$ cat src/bdnsm_pkg.sv
`timescale 1ns / 1ps

package bdnsm_pkg;

	localparam int unsigned MAX_NODES    = 65536;
	localparam int unsigned MAX_SWITCHES = 4096;

	localparam int NODE_W  = 16;
	localparam int SW_W    = 12;
	localparam int BASE_W  = 16;
	localparam int SWCNT_W = 13;
	localparam int CNT_W   = 17;
	localparam int CUT_W   = 29;
	localparam int TOT_W   = 30;

	typedef enum logic [1:0] {
		CFG_BASE  = 2'd0,
		CFG_EXTRA = 2'd1,
		CFG_SWCNT = 2'd2
	} cfg_idx_t;

	typedef struct packed {
		logic [BASE_W-1:0]  base;
		logic [SW_W-1:0]    extra;
		logic [SWCNT_W-1:0] swcnt;
	} cfg_t;

	// divider state handed from cell to cell
	typedef struct packed {
		logic [CNT_W-1:0]  rem;
		logic [NODE_W-1:0] quo;
		logic [NODE_W-1:0] dvd;
		logic [CNT_W-1:0]  dvs;
	} div_t;

	// result fields that ride along the divider
	typedef struct packed {
		logic              err;
		logic              func;
		logic [SW_W-1:0]   id_add;
		logic [NODE_W-1:0] first;
		logic [CNT_W-1:0]  count;
	} side_t;

endpackage

$ cat src/bdnsm_front.sv
`timescale 1ns / 1ps

module bdnsm_front import bdnsm_pkg::*; #(
	parameter int unsigned NODE_LIMIT   = MAX_NODES,
	parameter int unsigned SWITCH_LIMIT = MAX_SWITCHES
) (
	input  logic              clk,
	input  logic              arst_n,
	input  cfg_t              cfg,
	input  logic              in_valid,
	output logic              in_ready,
	input  logic              func,
	input  logic [NODE_W-1:0] node,
	input  logic [SW_W-1:0]   sw,
	output logic              out_valid,
	input  logic              out_ready,
	output div_t              out_div,
	output side_t             out_side
);

	logic              valid_s1, valid_s2;
	logic              ready_s1, ready_s2;
	logic              func_s1;
	logic [NODE_W-1:0] node_s1;
	logic [SW_W-1:0]   sw_s1;
	logic [CUT_W-1:0]  cutoff_s1;
	logic [TOT_W-1:0]  total_s1;
	logic [NODE_W-1:0] low_first_s1;
	logic [NODE_W-1:0] up_prod_s1;
	div_t              div_s2;
	side_t             side_s2;
	div_t              div_d;
	side_t             side_d;
	logic [CNT_W-1:0]  base_p1;

	assign base_p1   = {1'b0, cfg.base} + CNT_W'(1);
	assign ready_s2  = !valid_s2 || out_ready;
	assign ready_s1  = !valid_s1 || ready_s2;
	assign in_ready  = ready_s1;
	assign out_valid = valid_s2;
	assign out_div   = div_s2;
	assign out_side  = side_s2;

	always_ff @(posedge clk or negedge arst_n) begin
		if (!arst_n) begin
			valid_s1 <= 1'b0;
			valid_s2 <= 1'b0;
		end else begin
			if (ready_s1)
				valid_s1 <= in_valid;
			if (ready_s2)
				valid_s2 <= valid_s1;
		end
	end

	always_ff @(posedge clk) begin
		if (ready_s1 && in_valid) begin
			func_s1      <= func;
			node_s1      <= node;
			sw_s1        <= sw;
			cutoff_s1    <= CUT_W'(base_p1) * CUT_W'(cfg.extra);
			total_s1     <= TOT_W'(cfg.base) * TOT_W'(cfg.swcnt) + TOT_W'(cfg.extra);
			low_first_s1 <= NODE_W'(CUT_W'(base_p1) * CUT_W'(sw));
			up_prod_s1   <= NODE_W'(CUT_W'(sw - cfg.extra) * CUT_W'(cfg.base));
		end
		if (ready_s2 && valid_s1) begin
			div_s2  <= div_d;
			side_s2 <= side_d;
		end
	end

	always_comb begin
		logic              node_err, sw_err, upper, sw_up, err, live;
		logic [NODE_W-1:0] off;

		node_err = (TOT_W'(node_s1) >= total_s1) || (32'(node_s1) >= NODE_LIMIT);
		upper    = CUT_W'(node_s1) >= cutoff_s1;
		off      = node_s1 - cutoff_s1[NODE_W-1:0];
		sw_err   = ({1'b0, sw_s1} >= cfg.swcnt) || (32'(sw_s1) >= SWITCH_LIMIT);
		sw_up    = sw_s1 >= cfg.extra;
		err      = func_s1 ? sw_err : (node_err || (upper && cfg.base == '0));
		live     = !func_s1 && !err;

		div_d.rem = '0;
		div_d.quo = '0;
		div_d.dvd = live ? (upper ? off : node_s1) : '0;
		div_d.dvs = upper ? {1'b0, cfg.base} : base_p1;

		side_d.err    = err;
		side_d.func   = func_s1;
		side_d.id_add = upper ? cfg.extra : '0;
		if (func_s1 && !err) begin
			side_d.first = sw_up ? (cutoff_s1[NODE_W-1:0] + up_prod_s1) : low_first_s1;
			side_d.count = sw_up ? {1'b0, cfg.base} : base_p1;
		end else begin
			side_d.first = '0;
			side_d.count = '0;
		end
	end

endmodule

$ cat src/bdnsm_cell.sv
`timescale 1ns / 1ps

module bdnsm_cell import bdnsm_pkg::*; (
	input  logic  clk,
	input  logic  arst_n,
	input  logic  in_valid,
	output logic  in_ready,
	input  div_t  in_div,
	input  side_t in_side,
	output logic  out_valid,
	input  logic  out_ready,
	output div_t  out_div,
	output side_t out_side
);

	logic  valid_q;
	div_t  div_q;
	side_t side_q;
	div_t  div_d;

	assign in_ready  = !valid_q || out_ready;
	assign out_valid = valid_q;
	assign out_div   = div_q;
	assign out_side  = side_q;

	// one restoring step: bring down the next dividend bit
	always_comb begin
		logic [CNT_W:0] rr;
		logic           ge;

		rr        = {in_div.rem, in_div.dvd[NODE_W-1]};
		ge        = rr >= {1'b0, in_div.dvs};
		div_d.rem = ge ? CNT_W'(rr - {1'b0, in_div.dvs}) : CNT_W'(rr);
		div_d.quo = {in_div.quo[NODE_W-2:0], ge};
		div_d.dvd = {in_div.dvd[NODE_W-2:0], 1'b0};
		div_d.dvs = in_div.dvs;
	end

	always_ff @(posedge clk or negedge arst_n) begin
		if (!arst_n)
			valid_q <= 1'b0;
		else if (in_ready)
			valid_q <= in_valid;
	end

	always_ff @(posedge clk) begin
		if (in_ready && in_valid) begin
			div_q  <= div_d;
			side_q <= in_side;
		end
	end

endmodule

$ cat src/block_distribution_node_switch_map_core.sv
`timescale 1ns / 1ps

// Node/switch index map for block distribution with remainder. func 0 turns a node
// number into its switch and port, func 1 turns a switch number into its first node
// and node count; numbers past the configured total return range_error with zeroed
// fields. One request is taken per cycle while the pipeline is not stalled; each
// result passes through two setup stages (products of the configuration and the
// lookup number, then range and branch selection), a chain of 16 divider cells
// that each settle one quotient bit of the node offset, and the output register.
// Each stage holds when the one after it is full and stalled, so bubbles close up
// under back-pressure. The user must write configuration only while no request
// is in flight, through cfg_we/cfg_index/cfg_data; the block does not enforce this.
module block_distribution_node_switch_map_core import bdnsm_pkg::*; #(
	parameter int unsigned NODE_LIMIT   = MAX_NODES,
	parameter int unsigned SWITCH_LIMIT = MAX_SWITCHES
) (
	input  logic        clk,
	input  logic        arst_n,
	input  logic        cfg_we,
	input  logic [1:0]  cfg_index,
	input  logic [15:0] cfg_data,
	input  logic        s_tvalid,
	output logic        s_tready,
	input  logic [31:0] s_tdata,  // node_number[15:0], switch_id[27:16], zero pad
	input  logic        s_tuser,  // func
	output logic        m_tvalid,
	input  logic        m_tready,
	output logic [63:0] m_tdata,  // owner_switch[11:0], port_on_switch[27:12],
	                              // first_node[43:28], node_count[60:44], zero pad
	output logic        m_tuser   // range_error
);

	cfg_t  cfg_q;
	logic  valid_c [0:NODE_W];
	logic  ready_c [0:NODE_W];
	div_t  div_c   [0:NODE_W];
	side_t side_c  [0:NODE_W];
	logic  m_tvalid_q;
	logic  out_ready;
	logic [63:0] m_tdata_d;
	logic [63:0] m_tdata_q;
	logic        m_tuser_q;

	always_ff @(posedge clk or negedge arst_n) begin
		if (!arst_n) begin
			cfg_q.base  <= BASE_W'(1);
			cfg_q.extra <= '0;
			cfg_q.swcnt <= SWCNT_W'(1);
		end else if (cfg_we) begin
			unique case (cfg_idx_t'(cfg_index))
				CFG_BASE:  cfg_q.base  <= cfg_data[BASE_W-1:0];
				CFG_EXTRA: cfg_q.extra <= cfg_data[SW_W-1:0];
				CFG_SWCNT: cfg_q.swcnt <= cfg_data[SWCNT_W-1:0];
				default: ;
			endcase
		end
	end

	bdnsm_front #(
		.NODE_LIMIT   (NODE_LIMIT),
		.SWITCH_LIMIT (SWITCH_LIMIT)
	) u_front (
		.clk       (clk),
		.arst_n    (arst_n),
		.cfg       (cfg_q),
		.in_valid  (s_tvalid),
		.in_ready  (s_tready),
		.func      (s_tuser),
		.node      (s_tdata[15:0]),
		.sw        (s_tdata[27:16]),
		.out_valid (valid_c[0]),
		.out_ready (ready_c[0]),
		.out_div   (div_c[0]),
		.out_side  (side_c[0])
	);

	for (genvar i = 0; i < NODE_W; i++) begin : g_cell
		bdnsm_cell u_cell (
			.clk       (clk),
			.arst_n    (arst_n),
			.in_valid  (valid_c[i]),
			.in_ready  (ready_c[i]),
			.in_div    (div_c[i]),
			.in_side   (side_c[i]),
			.out_valid (valid_c[i+1]),
			.out_ready (ready_c[i+1]),
			.out_div   (div_c[i+1]),
			.out_side  (side_c[i+1])
		);
	end

	assign out_ready       = !m_tvalid_q || m_tready;
	assign ready_c[NODE_W] = out_ready;

	always_comb begin
		m_tdata_d = '0;
		if (!side_c[NODE_W].err) begin
			if (side_c[NODE_W].func) begin
				m_tdata_d[43:28] = side_c[NODE_W].first;
				m_tdata_d[60:44] = side_c[NODE_W].count;
			end else begin
				m_tdata_d[11:0]  = div_c[NODE_W].quo[SW_W-1:0] + side_c[NODE_W].id_add;
				m_tdata_d[27:12] = div_c[NODE_W].rem[NODE_W-1:0];
			end
		end
	end

	always_ff @(posedge clk or negedge arst_n) begin
		if (!arst_n)
			m_tvalid_q <= 1'b0;
		else if (out_ready)
			m_tvalid_q <= valid_c[NODE_W];
	end

	always_ff @(posedge clk) begin
		if (out_ready && valid_c[NODE_W]) begin
			m_tdata_q <= m_tdata_d;
			m_tuser_q <= side_c[NODE_W].err;
		end
	end

	assign m_tvalid = m_tvalid_q;
	assign m_tdata  = m_tdata_q;
	assign m_tuser  = m_tuser_q;

endmodule

$ cat config.mk
export PLATFORM = sky130hd
export DESIGN_NAME = block_distribution_node_switch_map_core
export DESIGN_NICKNAME = d
export VERILOG_FILES = /design/src/bdnsm_pkg.sv /design/src/bdnsm_front.sv /design/src/bdnsm_cell.sv /design/src/block_distribution_node_switch_map_core.sv
export SDC_FILE = /design/constraint.sdc
export NUM_CORES = 2
export LEC_CHECK = 0
export BUFFER_PORTS_ARGS = -buffer_cell sky130_fd_sc_hd__buf_4
export CORE_MARGIN = 2
export CORE_UTILIZATION = 55
export DETAILED_ROUTE_END_ITERATION = 8
export GPL_TIMING_DRIVEN = 0
export MAX_ROUTING_LAYER = met4
export PLACE_DENSITY = 0.82
export SYNTH_ARGS = -nofsm -noshare
export SYNTH_HDL_FRONTEND = slang
export SYNTH_SLANG_ARGS = --single-unit
$ cat constraint.sdc
create_clock -name clk -period 8.7 [get_ports clk]
set_clock_uncertainty 0.15 [all_clocks]
set_input_delay 1.74 -clock clk [delete_from_list [all_inputs] [get_ports clk]]
set_output_delay 1.74 -clock clk [all_outputs]
set_load 0.03 [all_outputs]
# == After elaboration in Yosys (flattened, before gate mapping) ==
# Index checks and enable logic that the tools add are counted.
# totals
ff_bits,1798
inputBits,56
output_inout_bits,67
word_cells,322
# op_classes
addsub,22
n_mul,4
magnitude_cmp,20
n_eq_ne,2
muxes,21
n_bitwise,2
reduce_logical,71
# ops
cell,count
18-bit by 17-bit >= comparator with 1-bit output,15
17-bit two-way mux,14
17-bit subtractor,14
16-bit two-way mux,5
16-bit subtractor,2
29-bit by 12-bit adder with 30-bit output,1
16-bit by 30-bit >= comparator with 1-bit output,1
16-bit by 29-bit >= comparator with 1-bit output,1
16-bit by 13-bit multiplier with 29-bit output,1
17-bit by 12-bit multiplier with 29-bit output,1
29-bit by 16-bit multiplier with 16-bit output,1
1-bit logical AND,22
1-bit logical NOT,21
1-bit logical OR,20
"16-bit by 1-bit adder with 17-bit output, second input constant",1
1-bit by 17-bit >= comparator with 1-bit output,1
17-bit by 12-bit multiplier with 16-bit output,1
1-bit by 17-bit subtractor with 17-bit output,1
16-bit adder,1
16-bit logical NOT,1
12-bit by 13-bit >= comparator with 1-bit output,1
12-bit by 12-bit subtractor with 13-bit output,1
12-bit adder,1
12-bit >= comparator,1
7 further kinds,13

# == Depth between registers and ports, before layout ==
# logic_depth
depth_word,21
mapped_depth,31
depth_no_buf,31

# == By module ==
# A second synthesis with hierarchy kept.
# hier_totals
cells_unflattened,7942
hier_area_um2,109231.0
# modules_own_cells
module,n_inst,cells_each,area_each_um2,seq_area_each_um2
bdnsm_cell at g_cell[0].u_cell ...,15,270,4600.7,3388.2
bdnsm_front,1,3324,31355.1,6055.8
bdnsm_cell at g_cell[4].u_cell,1,283,4524.3,3388.2
block_distribution_node_switch_map_core,1,285,4341.7,2915.3

# == Worst setup path before layout ==
# Ideal clock, no wire load.
# synth_path
kind,input-to-reg
start,in m_tready
end,"reg g_cell[8].u_cell.div_q, in the netlist g_cell[8].u_cell.out_div[0], enable pin"
arrival_time_ps,9095
path_slack_ps,-1232
stages,6
path_cell_list,nor2b_1 > nand3_1 > nor2_1 > and2_1 > and3_1 > a21boi_0
# synth_between
elab_chain_len,10
# synth_lines
item,line_no,source
start: declaration,block_distribution_node_switch_map_core.sv:27,"input logic m_tready,"
1-bit logical OR,block_distribution_node_switch_map_core.sv:92,assign out_ready = !m_tvalid_q || m_tready;
1-bit logical OR (8 in a row),bdnsm_cell.sv:21,assign in_ready = !valid_q || out_ready;
1-bit logical AND,bdnsm_cell.sv:47,if (in_ready && in_valid) begin
end signal: assignment,bdnsm_cell.sv:48,div_q <= div_d;
end: declaration,bdnsm_cell.sv:17,div_t div_q;
# Every way passes these cells.
# A chain may end at the register's enable or synchronous reset.

# == Worst setup path after layout ==
# layout_path
start,in s_tdata[16]
end,"reg u_front.up_prod_s1[15], data pin"
# layout_between
elab_chain_len,2
# layout_lines
item,line_no,source
start: declaration,block_distribution_node_switch_map_core.sv:24,"input logic [31:0] s_tdata,"
12-bit by 12-bit subtractor with 13-bit output,bdnsm_front.sv:64,up_prod_s1 <= NODE_W'(CUT_W'(sw - cfg.extra) * CUT_W'(cfg.base));
29-bit by 16-bit multiplier with 16-bit output,bdnsm_front.sv:64,
end signal: assignment,bdnsm_front.sv:64,
end: declaration,bdnsm_front.sv:29,logic [NODE_W-1:0] up_prod_s1;
# Every way passes these cells.

==> impl_summary.md <==
Hold path
The source of the worst hold timing path is g_cell[1].u_cell.out_side[34]. In this run the worst hold path is classified as flop to flop. The worst hold path passes through 0 cells. The endpoint with the worst hold slack is g_cell[2].u_cell.out_side[34].

STA
The tightest slew margin relative to the limit is 0.172. The top achievable clock speed is 0.117 GHz. The hold violation total from the final report came to 0. After layout, the minimum clock period comes to 8.57 ns. Of the available clock period, the critical path in the final layout requires 0.985. The final max-slew violation count was 0.

After routing, the total negative slack on setup checks comes to 0 ns. At the pin with the least slew margin, the transition time is 1.23 ns. Setup violations remaining at the end of the flow were counted as 0. The tightest hold margin is 0.221 ns. The worst-case setup margin in the final layout is 0.133 ns.

Logic synthesis
In the synthesized netlist the async set-or-reset flop fraction comes to 0.0334. The average instance in the mapped netlist occupies 12.9 µm². The share of the Yosys chip area taken by registers is 0.565. The count of state elements after synthesis is 1798. The cell count after synthesis is 7350.

The number of library cell types mapped by synthesis is 88. For this run, the leading register cell type out of synthesis is edfxtp_1. For this run, the number of Yosys warnings is 0.

The number of synthesized flops with an enable pin is 1738. The cell area after synthesis is 95100 µm².

Layout
Compared with the post-synthesis result, the final layout area differs by 11.6%. The top cell types in the final layout, fill and taps aside, are edfxtp_1, inv_1, nand2_1. The final layout contains 8841 nets. The most frequent standard cell in the layout excluding fill and tap cells is edfxtp_1. The area occupied by multi-input gates is 37200 µm². Summing all flip-flop and latch instances after layout gives 53700 µm². The fraction of layout cells with a size suffix above 1 is 0.0865. The filler cells instantiated in the layout total 12.7k. The final instance count without filler cells is 10.2k.

Worst setup path
The critical path capture point type is a flop. The register-to-register path setup slack is 0.20 ns. The worst setup path is launched from an input port. In this design, the stage delay of the slowest critical-path cell is 0.60 ns.

Of all nets on the critical path, the largest fanout is 8. The launching point of the worst reg2reg path is cfg_q[19]. Data on the critical path arrives at its endpoint at 8.94 ns. Data on the critical path is required at its endpoint by 9.07 ns. Among the stages of the critical path, the cell type that occurs most often is fa_1. The critical path start-end classification is input port to flop. The largest individual stage delay along the critical path comes from the cell fa_1.

In this run the critical register-to-register path is captured at u_front.up_prod_s1[15]. The most critical setup path has its startpoint at s_tdata[16]. The cell depth of the worst flop-to-flop path is 28.

Detailed routing
The number of DRC violations after detailed-routing iteration 0 is 4650. For this run, the detailed router's first-pass iteration total came to 5. The number of nets still failing antenna checks after routing is 0. The wire length reported by the detailed router is 210000 µm. The total DRC errors in the routed layout is 0. The average via count per standard cell is 5.54. The routed layout has 56.3k vias. The detailed-route wire length per cell is 20.7 µm.

Floorplan
The initial utilization of the core area, before any placement, comes to 0.554. The row count is 152. The area of the placeable core is 172000 µm². The die is 420 µm tall. The total die area is 176000 µm². Pin placement for this block handled 123 I/O pins.

The horizontal extent of the die is 420 µm.

Place
Detailed placement finished with a half-perimeter wire length of 157000 µm. Once placement completed, the tool counted placed cells totaling 9810. Routability-driven placement finished with a final weighted congestion of 0.984. The worst setup slack before clock tree synthesis is -0.967 ns.

Buffers placed on the I/O ports in this run total 115.

CTS
The H-tree was split into 4 levels. Buffers inserted during clock tree synthesis total 178. Counting every sink on the clock net gives 1798. No sink is reached through more buffers than the 3 on the longest clock path. The clock root buffer is clkbuf_16. At the later pin of the worst-skew pair, clock insertion delay measures 0.82 ns. After clock tree synthesis, the clock-pin slew on the worst setup and hold paths is 0.06 ns.

After clock tree synthesis, the flow added hold-fix buffers numbering 0. The TritonCTS clock tree is yes.

Global route
The aggregate global-route resource usage is 0.250. The via count of the first global-routing pass came to 58.4k. The pin count of the biggest net entering global routing is 76. The total overflow reported by the global router is 0. The wire length of the first global-routing pass is 326000 µm. The number of antenna violations at the first check in global routing is 9.

Run
The tool flagged a number of max-cap violations equal to 0.

Run status
The flow ran to the end, and the final reports show no timing, DRC or antenna violations.
-- cell usage after synthesis (95+ instances only) --
master	count	area (µm²)
xnor2_1	236	2070
a21oi_1	247	1240
mux2_2	127	1430
fa_1	491	9830
ha_1	603	7540
inv_1	1002	3760
nor2b_1	105	657
clkbuf_1	159	597
a21o_1	104	781
nand2_1	681	2560
and2_1	285	1780
xor2_1	95	832
nor2_1	341	1280
edfxtp_1	1738	52200
o21ai_0	232	1160
-- state kept, by name, summed over array words and instances (netlist names), 12 cells and up --
| signal | count |
|---|---|
| cfg_q | 41 |
| g_cell.u_cell.out_div | 724 |
| g_cell.u_cell.out_side | 752 |
| g_cell.u_cell.out_valid | 16 |
| m_tdata | 61 |
| u_front.cutoff_s1 | 29 |
| u_front.low_first_s1 | 16 |
| u_front.node_s1 | 16 |
| u_front.out_div | 33 |
| u_front.out_side | 47 |
| u_front.sw_s1 | 12 |
| u_front.total_s1 | 30 |
| u_front.up_prod_s1 | 16 |
-- through the flow --
step / util / area, µm²
floorplan: - / 95100
global placement: 0.576 / 98800
detailed placement: 0.581 / 99700
CTS: 0.616 / 106000
global route: 0.618 / 106000
finish: 0.618 / 106000
-- how the worst max path moves through the flow --
stage	endpoint	slack [ns]
after floorplan	u_front.up_prod_s1[15]	0.15
after global placement	g_cell[0].u_cell.out_side[43]	-1.24
after detailed placement	u_front.up_prod_s1[15]	-0.97
after CTS	u_front.cutoff_s1[28]	0.008
after global routing	u_front.up_prod_s1[15]	-0.03
final	u_front.up_prod_s1[15]	0.13
-- cell families after synthesis --
family,synth area share
buffers and inverters,0.0478
other,0.0000394
XOR/XNOR,0.0318
adder cells (fa/ha/maj),0.183
flip-flops,0.565
multiplexers,0.0194
AND/OR/NAND/NOR,0.0908
AO/OA/AOI/OAI,0.0628
-- worst max-delay path: cells and delay by family --
kind                       cells  cell delay, ns
buffers and inverters          6            0.65
xor gates and xnor gates       3            0.90
adders and majority gates      9            4.02
and+or+nand+nor                5            0.83
AOI/OAI and AO/OA              6            0.80
-- routing by layer --
layer / wire, µm / GRT usage / vias up
met3: 13500 / 0.0396 / 487
met4: 8430 / 0.0971 / 0
li1: - / - / 25979
met5: 0 / - / -
met1: 81500 / 0.299 / 27791
met2: 106000 / 0.426 / 2004
-- layout make-up --
type                    instances  area share
flip-flops and latches       1798       0.506
multi-input cells            4359       0.351
clock buffers                 209      0.0432
inverters                    1006      0.0356
well taps                    2310      0.0272
repair buffers                165      0.0168
clock inverters               118      0.0131
plain buffers                 183     0.00712
diodes                          4   0.0000944
-- what timing repair did --
item	4_1_cts	5_1_grt
setup endpoints to repair	4	4
hold endpoints to repair	0	0
cloned	0	0
resized for setup	14	26
setup buffers	0	17
pin swaps	0	7
Power is left out: the tool's default activity adds up to more than one toggle a clock period on the data nets, which glitch-free logic cannot reach.
